**config.mk**
```make
export PLATFORM = sky130hd
export DESIGN_NAME = permutation_code_convert_unit
export DESIGN_NICKNAME = d
export VERILOG_FILES = /design/src/rtl/core/pcc_pkg.sv /design/src/rtl/core/pcc_front.sv /design/src/rtl/core/pcc_stage.sv /design/src/rtl/core/permutation_code_convert_unit.sv
export SDC_FILE = /design/constraint.sdc
export NUM_CORES = 1
export LEC_CHECK = 0
export ABC_AREA = 1
export BUFFER_PORTS_ARGS = -buffer_cell sky130_fd_sc_hd__buf_2
export CAP_MARGIN = 40
export CORE_MARGIN = 3
export CORE_UTILIZATION = 55
export DETAILED_ROUTE_END_ITERATION = 6
export PLACE_DENSITY = 0.72
export SETUP_SLACK_MARGIN = 0.3
export SLEW_MARGIN = 20
export SYNTH_ARGS = -nofsm -noshare
export SYNTH_HDL_FRONTEND = slang
export SYNTH_SLANG_ARGS = --single-unit
```
**constraint.sdc**
```tcl
create_clock -name aclk -period 8.1 [get_ports aclk]
set_input_delay 0 -clock aclk [delete_from_list [all_inputs] [get_ports aclk]]
set_output_delay 0 -clock aclk [all_outputs]
set_load 0.1 [all_outputs]
```
**src/rtl/core/pcc_pkg.sv**
```systemverilog
package pcc_pkg;

    localparam int SYMBOLS_DEF = 8;
    localparam int WORD_W      = 32;
    localparam int NIB_W       = 4;
    localparam int NIBS        = WORD_W / NIB_W;
    localparam int ACT_W       = 2;
    localparam int DIM_W       = 4;

    localparam logic [ACT_W-1:0] ACT_TO_CODE   = 2'd0;
    localparam logic [ACT_W-1:0] ACT_TO_PERM   = 2'd1;
    localparam logic [ACT_W-1:0] ACT_NEIGHBOUR = 2'd2;

    // One word as it moves down the pipeline.
    typedef struct packed {
        logic [ACT_W-1:0]  action;
        logic [WORD_W-1:0] word;
        logic [WORD_W-1:0] result;
        logic              err;
    } pcc_item_t;

    // Nibble k of a word; positions past the word read as zero.
    function automatic logic [NIB_W-1:0] nib_get(logic [WORD_W-1:0] w, int k);
        logic [NIB_W-1:0] v;
        v = '0;
        for (int n = 0; n < NIBS; n++) begin
            if (n == k) begin
                v = w[NIB_W*n +: NIB_W];
            end
        end
        return v;
    endfunction

    // Write nibble k of a word; positions past the word are dropped.
    function automatic logic [WORD_W-1:0] nib_put(logic [WORD_W-1:0] w, int k,
                                                  logic [NIB_W-1:0] v);
        logic [WORD_W-1:0] r;
        r = w;
        for (int n = 0; n < NIBS; n++) begin
            if (n == k) begin
                r[NIB_W*n +: NIB_W] = v;
            end
        end
        return r;
    endfunction

endpackage

```
**src/rtl/core/pcc_front.sv**
```systemverilog
module pcc_front
    import pcc_pkg::*;
#(
    parameter int SYMBOLS = SYMBOLS_DEF
) (
    input  logic              aclk,
    input  logic              aresetn,
    input  logic              in_valid_i,
    output logic              in_ready_o,
    input  logic [ACT_W-1:0]  action_i,
    input  logic [WORD_W-1:0] word_i,
    input  logic [DIM_W-1:0]  dimension_i,
    output logic              out_valid_o,
    input  logic              out_ready_i,
    output pcc_item_t         out_item_o
);

    logic              valid_reg;
    pcc_item_t         item_reg;
    pcc_item_t         item_next;
    logic              codes_ok;
    logic              dim_ok;
    logic [DIM_W-1:0]  i_idx;
    logic [DIM_W-1:0]  j_idx;
    logic [NIB_W-1:0]  ci;
    logic [NIB_W-1:0]  cj;
    logic [NIB_W-1:0]  ni;
    logic [NIB_W-1:0]  nj;
    logic [NIB_W-1:0]  d;
    logic [WORD_W-1:0] nbr_word;

    // Digit check, dimension check and the adjacent-transposition rewrite.
    always_comb begin
        codes_ok = 1'b1;
        for (int k = 0; k < SYMBOLS; k++) begin
            d = nib_get(word_i, k);
            if (d == '0 || {1'b0, d} > 5'(k + 1)) begin
                codes_ok = 1'b0;
            end
        end

        dim_ok = (dimension_i >= DIM_W'(2)) && (dimension_i <= DIM_W'(SYMBOLS));
        i_idx  = dimension_i - DIM_W'(2);
        j_idx  = dimension_i - DIM_W'(1);

        ci = '0;
        cj = '0;
        for (int k = 0; k < NIBS; k++) begin
            if (DIM_W'(k) == i_idx) begin
                ci = word_i[NIB_W*k +: NIB_W];
            end
            if (DIM_W'(k) == j_idx) begin
                cj = word_i[NIB_W*k +: NIB_W];
            end
        end

        if (ci < cj) begin
            ni = cj - NIB_W'(1);
            nj = ci;
        end else begin
            ni = cj;
            nj = ci + NIB_W'(1);
        end

        nbr_word = '0;
        for (int k = 0; k < NIBS; k++) begin
            if (k < SYMBOLS) begin
                d = word_i[NIB_W*k +: NIB_W];
            end else begin
                d = '0;
            end
            if (DIM_W'(k) == i_idx) begin
                d = ni;
            end else if (DIM_W'(k) == j_idx) begin
                d = nj;
            end
            nbr_word[NIB_W*k +: NIB_W] = d;
        end

        item_next.action = action_i;
        item_next.word   = word_i;
        item_next.result = '0;
        case (action_i)
            ACT_TO_CODE: begin
                item_next.err = 1'b0;
            end
            ACT_TO_PERM: begin
                item_next.err = !codes_ok;
            end
            ACT_NEIGHBOUR: begin
                item_next.err    = !codes_ok || !dim_ok;
                item_next.result = nbr_word;
            end
            default: begin
                item_next.err = 1'b1;
            end
        endcase
    end

    assign in_ready_o  = !valid_reg || out_ready_i;
    assign out_valid_o = valid_reg;
    assign out_item_o  = item_reg;

    always_ff @(posedge aclk) begin
        if (!aresetn) begin
            valid_reg <= 1'b0;
        end else if (in_ready_o) begin
            valid_reg <= in_valid_i;
        end
        if (in_ready_o && in_valid_i) begin
            item_reg <= item_next;
        end
    end

endmodule

```
**src/rtl/core/pcc_stage.sv**
```systemverilog
module pcc_stage
    import pcc_pkg::*;
#(
    parameter int SYMBOLS = SYMBOLS_DEF,
    parameter int POS     = 0
) (
    input  logic               aclk,
    input  logic               aresetn,
    input  logic               in_valid_i,
    output logic               in_ready_o,
    input  pcc_item_t          in_item_i,
    input  logic [SYMBOLS-1:0] used_i,
    output logic               out_valid_o,
    input  logic               out_ready_i,
    output pcc_item_t          out_item_o,
    output logic [SYMBOLS-1:0] used_o
);

    logic               valid_reg;
    pcc_item_t          item_reg;
    pcc_item_t          item_next;
    logic [SYMBOLS-1:0] used_reg;
    logic [SYMBOLS-1:0] used_next;
    logic [NIB_W-1:0]   s;
    logic               hit;
    logic               taken;
    logic [NIB_W-1:0]   greater;
    logic [NIB_W-1:0]   idx;
    logic [NIB_W-1:0]   seen;
    logic               found;
    logic [NIB_W-1:0]   pick;
    logic [NIB_W-1:0]   sym;
    logic [NIB_W-1:0]   digit;

    // Symbols are held as a mask of used ones; the descending list of unused
    // symbols is the mask read from the top symbol down.
    always_comb begin
        s       = nib_get(in_item_i.word, POS);
        hit     = 1'b0;
        taken   = 1'b0;
        greater = '0;
        for (int v = 1; v <= SYMBOLS; v++) begin
            if (s == NIB_W'(v)) begin
                hit   = 1'b1;
                taken = used_i[v-1];
            end
            if (NIB_W'(v) > s && !used_i[v-1]) begin
                greater = greater + NIB_W'(1);
            end
        end

        idx   = s - NIB_W'(1);
        seen  = '0;
        found = 1'b0;
        pick  = '0;
        for (int v = SYMBOLS; v >= 1; v--) begin
            if (!used_i[v-1]) begin
                if (!found && seen == idx) begin
                    found = 1'b1;
                    pick  = NIB_W'(v);
                end
                seen = seen + NIB_W'(1);
            end
        end

        item_next = in_item_i;
        sym       = '0;
        digit     = '0;
        case (in_item_i.action)
            ACT_TO_CODE: begin
                sym   = s;
                digit = greater + NIB_W'(1);
                if (!hit || taken) begin
                    item_next.err = 1'b1;
                end
            end
            ACT_TO_PERM: begin
                sym   = pick;
                digit = pick;
            end
            default: begin
                sym = '0;
            end
        endcase

        if (in_item_i.action == ACT_TO_CODE || in_item_i.action == ACT_TO_PERM) begin
            item_next.result = nib_put(in_item_i.result, POS, digit);
        end

        used_next = used_i;
        for (int v = 1; v <= SYMBOLS; v++) begin
            if (sym == NIB_W'(v)) begin
                used_next[v-1] = 1'b1;
            end
        end
    end

    assign in_ready_o  = !valid_reg || out_ready_i;
    assign out_valid_o = valid_reg;
    assign out_item_o  = item_reg;
    assign used_o      = used_reg;

    always_ff @(posedge aclk) begin
        if (!aresetn) begin
            valid_reg <= 1'b0;
        end else if (in_ready_o) begin
            valid_reg <= in_valid_i;
        end
        if (in_ready_o && in_valid_i) begin
            item_reg <= item_next;
            used_reg <= used_next;
        end
    end

endmodule

```
**src/rtl/core/permutation_code_convert_unit.sv**
```systemverilog
// Permutation / factorial-base code converter.
// Each input word on the s_ channel carries a packed 4-bit-per-position
// permutation or code in s_tdata[31:0], a neighbour dimension in
// s_tdata[35:32], and the action in s_tuser: 0 turns a permutation into its
// code, 1 turns a code into its permutation, 2 turns a code into the code of
// the neighbour across positions dimension-2 and dimension-1.
// Each result word on the m_ channel carries the converted word in m_tdata
// and an error flag in m_tuser; an invalid symbol, digit, dimension or action
// raises the flag and returns an all-zero word.
// The pipeline has one decode stage that checks digits and builds the
// neighbour code, one stage per position from the last position
// back to position 0 that resolves one symbol against the mask of symbols
// already used, and one output register.
// Throughput is one word per clock while m_tready is high; every stage holds
// its own valid bit, so a new word is accepted whenever the pipeline is not full.
// When the receiver holds m_tready low the pipeline fills up stage by stage
// and then drops s_tready; nothing is lost or repeated.
// A synchronous low level on aresetn empties every stage.
module permutation_code_convert_unit
    import pcc_pkg::*;
#(
    parameter int SYMBOLS = SYMBOLS_DEF
) (
    input  logic        aclk,
    input  logic        aresetn,
    input  logic        s_tvalid,
    output logic        s_tready,
    input  logic [39:0] s_tdata,   // word [31:0], dimension [35:32], zero [39:36]
    input  logic [1:0]  s_tuser,   // action [1:0]
    output logic        m_tvalid,
    input  logic        m_tready,
    output logic [31:0] m_tdata,   // result_word [31:0]
    output logic [0:0]  m_tuser    // error [0]
);

    // Index 0 is the decode stage; index n is the stage for position SYMBOLS-n.
    logic               stg_valid [0:SYMBOLS];
    logic               stg_ready [0:SYMBOLS];
    pcc_item_t          stg_item  [0:SYMBOLS];
    logic [SYMBOLS-1:0] stg_used  [0:SYMBOLS];

    logic               m_valid_reg;
    logic [WORD_W-1:0]  m_data_reg;
    logic               m_err_reg;
    logic               out_ready;

    pcc_front #(
        .SYMBOLS (SYMBOLS)
    ) u_front (
        .aclk        (aclk),
        .aresetn     (aresetn),
        .in_valid_i  (s_tvalid),
        .in_ready_o  (s_tready),
        .action_i    (s_tuser),
        .word_i      (s_tdata[WORD_W-1:0]),
        .dimension_i (s_tdata[WORD_W +: DIM_W]),
        .out_valid_o (stg_valid[0]),
        .out_ready_i (stg_ready[0]),
        .out_item_o  (stg_item[0])
    );

    // Nothing is used before the last position is resolved.
    assign stg_used[0] = '0;

    // Position 0 is the last to resolve; its used mask is not read further on.
    for (genvar n = 1; n <= SYMBOLS; n++) begin : g_pos
        pcc_stage #(
            .SYMBOLS (SYMBOLS),
            .POS     (SYMBOLS - n)
        ) u_stage (
            .aclk        (aclk),
            .aresetn     (aresetn),
            .in_valid_i  (stg_valid[n-1]),
            .in_ready_o  (stg_ready[n-1]),
            .in_item_i   (stg_item[n-1]),
            .used_i      (stg_used[n-1]),
            .out_valid_o (stg_valid[n]),
            .out_ready_i (stg_ready[n]),
            .out_item_o  (stg_item[n]),
            .used_o      (stg_used[n])
        );
    end

    // Output register: an error word is forced to zero here.
    assign out_ready          = !m_valid_reg || m_tready;
    assign stg_ready[SYMBOLS] = out_ready;

    always_ff @(posedge aclk) begin
        if (!aresetn) begin
            m_valid_reg <= 1'b0;
        end else if (out_ready) begin
            m_valid_reg <= stg_valid[SYMBOLS];
        end
        if (out_ready && stg_valid[SYMBOLS]) begin
            m_data_reg <= stg_item[SYMBOLS].err ? '0 : stg_item[SYMBOLS].result;
            m_err_reg  <= stg_item[SYMBOLS].err;
        end
    end

    assign m_tvalid   = m_valid_reg;
    assign m_tdata    = m_data_reg;
    assign m_tuser[0] = m_err_reg;

endmodule
```
==> results of run 1 <==
[sequential cells by signal (all words and copies together), names as in the netlist]
signal	count
m_tvalid	1
g_pos.u_stage.used_o	56
u_front.out_valid_o	1
u_front.out_item_o	67
m_tuser	1
g_pos.u_stage.out_valid_o	8
g_pos.u_stage.out_item_o	390
m_tdata	32
[Yosys cell counts, types with 6 or more instances]
cell type	n
o21bai_1	9
or2_2	18
nor3_2	6
a21oi_1	141
nor2_4	9
nand3b_1	8
inv_1	516
nand2_4	7
ha_1	149
nor2_1	319
o21ai_2	15
o21ai_0	78
nand4_1	85
xor2_2	9
o21ai_1	33
nand2_2	46
inv_2	51
a22oi_1	12
edfxtp_1	546
and2_1	10
clkbuf_1	10
buf_2	9
nor4_1	9
nand3_2	9
dfxtp_1	10
nor2_2	12
xnor2_1	27
xor2_1	76
nand2_1	942
nor3_1	51
nand3_1	282
o211ai_1	32
[routing by layer]
metal / up-vias / global-route usage (%)
li1: 12380 / -
met3: 127 / 2.669
met1: 10880 / 29.56
met5: - / 0
met4: 0 / 7.055
met2: 649 / 37.33
[worst paths after layout]
check	startpoint	end	slack, ns
max reg2reg	g_pos[5].u_stage.out_item_o[41]	g_pos[6].u_stage.out_item_o[11]	2.17
min reg2reg	g_pos[6].u_stage.out_item_o[13]	g_pos[7].u_stage.out_item_o[13]	0.41
max	g_pos[5].u_stage.out_item_o[41]	g_pos[6].u_stage.out_item_o[11]	2.17
min	s_tdata[35]	u_front.out_item_o[0]	0.09
[logic make-up (layout without fill, tap and decap cells)]
logic type	after synthesis	count (layout)	synth area share, %
flip-flops	556	556	51.56
adder cells (fa/ha/maj)	149	149	5.792
buffers and inverters	602	803	7.289
AND/OR/NAND/NOR	1829	1829	25.07
AO/OA/AOI/OAI	369	369	6.823
other	0	2	0
XOR/XNOR	116	116	3.460
[power by group]
group	internal (mW)	switching, mW	leakage (nW)
clock network	1.46	1.05	0.884
registers	3.22	0.0354	5.10
logic	0.194	0.439	9.47
total	4.87	1.52	15.5
[layout make-up]
type	instances	area, um2
antenna	2	5.005
clock buffer	69	1471
clock inverter	32	325.3
fill	4817	22040
inverter	571	2143
multi-input combinational	2463	13280
sequential	556	16600
tap	765	957.2
timing repair buffer	131	983.4
[what timing repair did]
action                    CTS  global route
gates resized for setup     0             0
hold endpoints to repair   75             0
hold buffers               39             0
[through the flow]
step / cell area [um2] / std cells / hold slack (ns) / util (%)
2_1_floorplan: 32180 / 3621 / 0.09887 / -
3_3_place_gp: 33440 / 4442 / 0.2026 / 57.85
3_5_place_dp: 33490 / 4444 / 0.2014 / 57.93
4_1_cts: 35670 / 4584 / 0.07681 / 61.71
5_1_grt: 35760 / 4587 / 0.1349 / 61.86
6_report: 35760 / 4589 / 0.09364 / 61.87
[worst max-delay path, delay by kind of cell, from the launching register on]
kind            cells  cell delay [ns]
flops               1             0.52
buf+inv             7             0.85
fa+ha+maj           8             2.25
compound gates      4             0.60
simple gates       12             1.44
==> impl_metrics.toml, run 1 <==
[cells_and_area]
final_cell_mix = "nand2_1 (942), edfxtp_1 (546), inv_1 (512)"
final_common_cell = "nand2_1"
area_delta_synth_final_pct = 11.11
drive_gt1_share_pct = 10.13
nets = 3974

[sta]
slew_headroom_pct = 43.88
rsz0062_at_grt = "false"
clock_skew_ns = 0.02061
period_needed_ns = 5.927
max_slew.worst_pin.slew_ns = 0.8387
fin_ws_ns = 2.173
tns_ns = 0
setup_viol = 0
finalCritPeriodShare_pct = 73.17
fmax_mhz = 168.7
drv_slew = 0
hold_viol_final = 0

[critical_path]
crit_path_end_kind = "register"
cp.required_ns = 8.43
slowest_stage = "edfxtp_1"
r2r_cells = 31
max_stage_delay_ns = 0.52
crit_type = "register to register"
crit_top_cell = "ha_1"
cp.arrival_ns = 6.26
cp-start-kind = "register"
cp_max_fo = 13

[synth]
ys_warn_count = 0
synth-async-reset-ratio_pct = 0
syn-cell-area_um2 = 32180
synth-main-ff-cell = "edfxtp_1"
synth_area_leaders = "edfxtp_1 (51%), nand2_1 (11%), inv_1 (6.0%), ha_1 (5.8%), nand3_1 (4.4%)"
synth-seq-cells = 556
syn_avg_cell_area_um2 = 8.888
synth_edf_count = 546
netlist.area_leader.share_pct = 50.94
synthDistinctLibCells = 69
syn_inst = 3621
syn-num-nets = 3816
yosysTopAreaCell = "edfxtp_1"
yosysSeqAreaShare_pct = 51.56

[place]
dpl.hpwl_um = 49250
port_buffers = 76
pre_cts_slack_ns = 2.264
gp_congestion = 0.9858

[detailed_routing]
vias = 24040
wl_per_cell_um = 14.80
first_pass_iters = 6
drc = 0
met1_length_um = 30020
drt_iter0_drc = 1703
ant_nets = 0
top_layer = "met4"
wl_met2_um = 32210
wl_met3_um = 3788
viasPerCell = 5.239
wl_um = 67910

[floorplanning]
initial_core_util_pct = 55.68
rows = 88
die_x_um = 247.9
io_pins = 81
dieHeight_um = 247.9
coreArea_um2 = 57810
die-area_um2 = 61460

[power_and_ir_drop]
peakVddDrop_mv = 0.1828
leakage_nw = 15.46
power.total_mw = 6.391
p_per_area_nw_per_um2 = 178.7

[cts]
cts_tree = "done"
cts_buffers = 56
clk_latency_ns = 0.60
clk_path_buf_depth = 3
ctsRootBufferMaster = "clkbuf_16"
postCtsSetupBuffers = 0
cts.sinks = 556
clk_pin_slew_worst_paths_ns = 0.06
htreeDepth = 2

[outcome]
outcome = "completed"

[global_routing]
grt_use_total_pct = 21.99
grt_pass1_wl_um = 108500
grt_antenna_before_repair = 1
grt_max_degree = 68
grt_overflow = 0
grt_pass1_vias = 22200

[min_path]
min_path_cells = 7
min_path_type = "primary input to register"

[job]
maxCapViolations = 0
Note: power is estimated with default switching activity, not from simulation.
==> inputs of run 2 (changes only) <==
- clock period: 8.1 -> 5.6 ns (I/O delays scaled with it)
==> run 2 against run 1 <==
Cell area grew 3.2%. Clock power grew 53%. Non-clock buffer count grew 74. Power grew 48%. Largest cell class unchanged.
==> impl_metrics.toml, run 2 (same netlist as run 1, synthesis figures left out) <==
[critical_path]
r2r-end = "g_pos[4].u_stage.out_item_o[18]"
crit_type = "register to register"
cp_max_fo = 4
slowest_stage = "edfxtp_1"
cp.required_ns = 5.94
max_stage_delay_ns = 0.47
r2r_cells = 29
cp-startpoint = "g_pos[3].u_stage.out_item_o[49]"
r2r-start = "g_pos[3].u_stage.out_item_o[49]"
crit_path_end_kind = "register"
rrSetupSlack_ns = 0.52
cp.arrival_ns = 5.42
cp-start-kind = "register"
worstSetupEndpoint = "g_pos[4].u_stage.out_item_o[18]"

[place]
post-place-cells = 4466
pre_cts_slack_ns = 0.06083
port_buffers = 76
dpl.hpwl_um = 50530
gp_congestion = 0.9715
place_area_um2 = 33650

[global_routing]
grt_max_degree = 68
grt_pass1_vias = 22300
grt_use_total_pct = 22.51
grt_overflow = 0
grt_pass1_wl_um = 111600
grt_antenna_before_repair = 1

[sta]
setup_viol = 0
hold_viol_final = 0
finalCritPeriodShare_pct = 90.73
period_needed_ns = 5.081
clock_skew_ns = 0.01750
max_slew.worst_pin.slew_ns = 0.8441
tns_ns = 0
slew_headroom_pct = 43.52
drv_slew = 0
fin_ws_ns = 0.5193
fmax_mhz = 196.8
rsz0062_at_grt = "true"
whs_ns = 0.1434

[detailed_routing]
first_pass_iters = 5
drc = 0
ant_nets = 0
vias = 24570
drt_iter0_drc = 1859
wl_per_cell_um = 15.14
viasPerCell = 5.270
wl_um = 70600

[cells_and_area]
stdcell_count = 4662
drive_gt1_share_pct = 13.91
fin_util_pct = 63.85
largest_register_ffs = 390
area_delta_synth_final_pct = 14.68
final_common_cell = "nand2_1"
nets = 4049
stdcell_area_um2 = 36910
final_cell_mix = "nand2_1 (929), edfxtp_1 (546), inv_1 (497)"

[power_and_ir_drop]
power_frac_seq_pct = 49.6
p_switching_mw = 2.240
leakage_nw = 15.85
pwr-share-comb_pct = 10.1
p_int_mw = 7.242
peakVddDrop_mv = 0.2608
p_per_area_nw_per_um2 = 256.9
switching_share_pct = 23.63
power_frac_clock_pct = 40.3
power.total_mw = 9.482

[min_path]
min_path_cells = 6
min_path_type = "primary input to register"

[cts]
clk_path_buf_depth = 3
htreeDepth = 2
clk_latency_ns = 0.59
cts.sinks = 556
clk_pin_slew_worst_paths_ns = 0.06
ctsRootBufferMaster = "clkbuf_16"
cts_buffers = 57
cts_tree = "done"

[floorplanning]
dieHeight_um = 247.9
coreArea_um2 = 57810
initial_core_util_pct = 55.68
rows = 88
die-area_um2 = 61460
die_x_um = 247.9
io_pins = 81

[outcome]
outcome = "completed"

[job]
maxCapViolations = 0
-- run 2: cell types whose count changed in the layout (fill, tap and decap cells not counted), moves of 7 or more --
cell,change
buf_4,+73
nand2_1,-13
ha_4,+19
nand2_2,+12
inv_2,+16
inv_1,-15
o21ai_2,+7
ha_1,-26
ha_2,+7
-- run 2: how the worst min path moves through the flow --
| stage | from | end | slack (ns) |
|---|---|---|---|
| after floorplan | s_tdata[0] | u_front.out_item_o[33] | 0.1 |
| after global placement | s_tdata[31] | u_front.out_item_o[64] | 0.20 |
| after detailed placement | s_tdata[31] | u_front.out_item_o[64] | 0.20 |
| after CTS | s_tdata[35] | u_front.out_item_o[0] | 0.09 |
| after global routing | s_tdata[31] | u_front.out_item_o[64] | 0.15 |
| final | s_tdata[32] | u_front.out_item_o[15] | 0.14 |
-- run 2: power groups by stage --
stage / Sequential, mW / Combinational (mW) / Clock (mW)
final: 4.70 / 0.957 / 3.82
after global routing: 4.71 / 1.06 / 4.07
after CTS: 4.71 / 0.908 / 3.92
after detailed placement: 4.79 / 0.880 / 0
after global placement: 4.79 / 0.867 / 0
after floorplan: 4.77 / 0.648 / 0
-- run 2: final cells by class --
cell class | count | area (um2)
clock inverter | 33 | 412.9
multi-input combinational | 2463 | 13810
inverter | 571 | 2143
tap | 765 | 957.2
clock buffer | 68 | 1468
fill | 4630 | 20900
sequential | 556 | 16600
antenna | 1 | 2.502
timing repair buffer | 205 | 1520
-- run 2: repair_timing --
action | in CTS | in global routing
hold buffers | 39 | 0
cloned | 0 | 0
endpoints found under the setup margin | 14 | 24
buffers inserted | 7 | 45
endpoints found under the hold margin | 70 | 0
gates resized for setup | 20 | 100
pin swaps | 1 | 37
-- run 2: metal layers --
metal / vias up / GRT usage (%) / part of all wire, %
li1: 12550 / - / -
met1: 11140 / 30.38 / 43
met2: 738 / 38.27 / 48
met3: 142 / 3.144 / 6.7
met4: 0 / 6.145 / 2.7
met5: - / 0 / 0
-- run 2: critical path: cells and delay by family (launching register included) --
kind / cells / cell delay, ns
compound gates: 4 / 0.39
buf+inv: 5 / 0.31
simple gates: 12 / 1.44
flops: 1 / 0.47
fa+ha+maj: 8 / 2.23
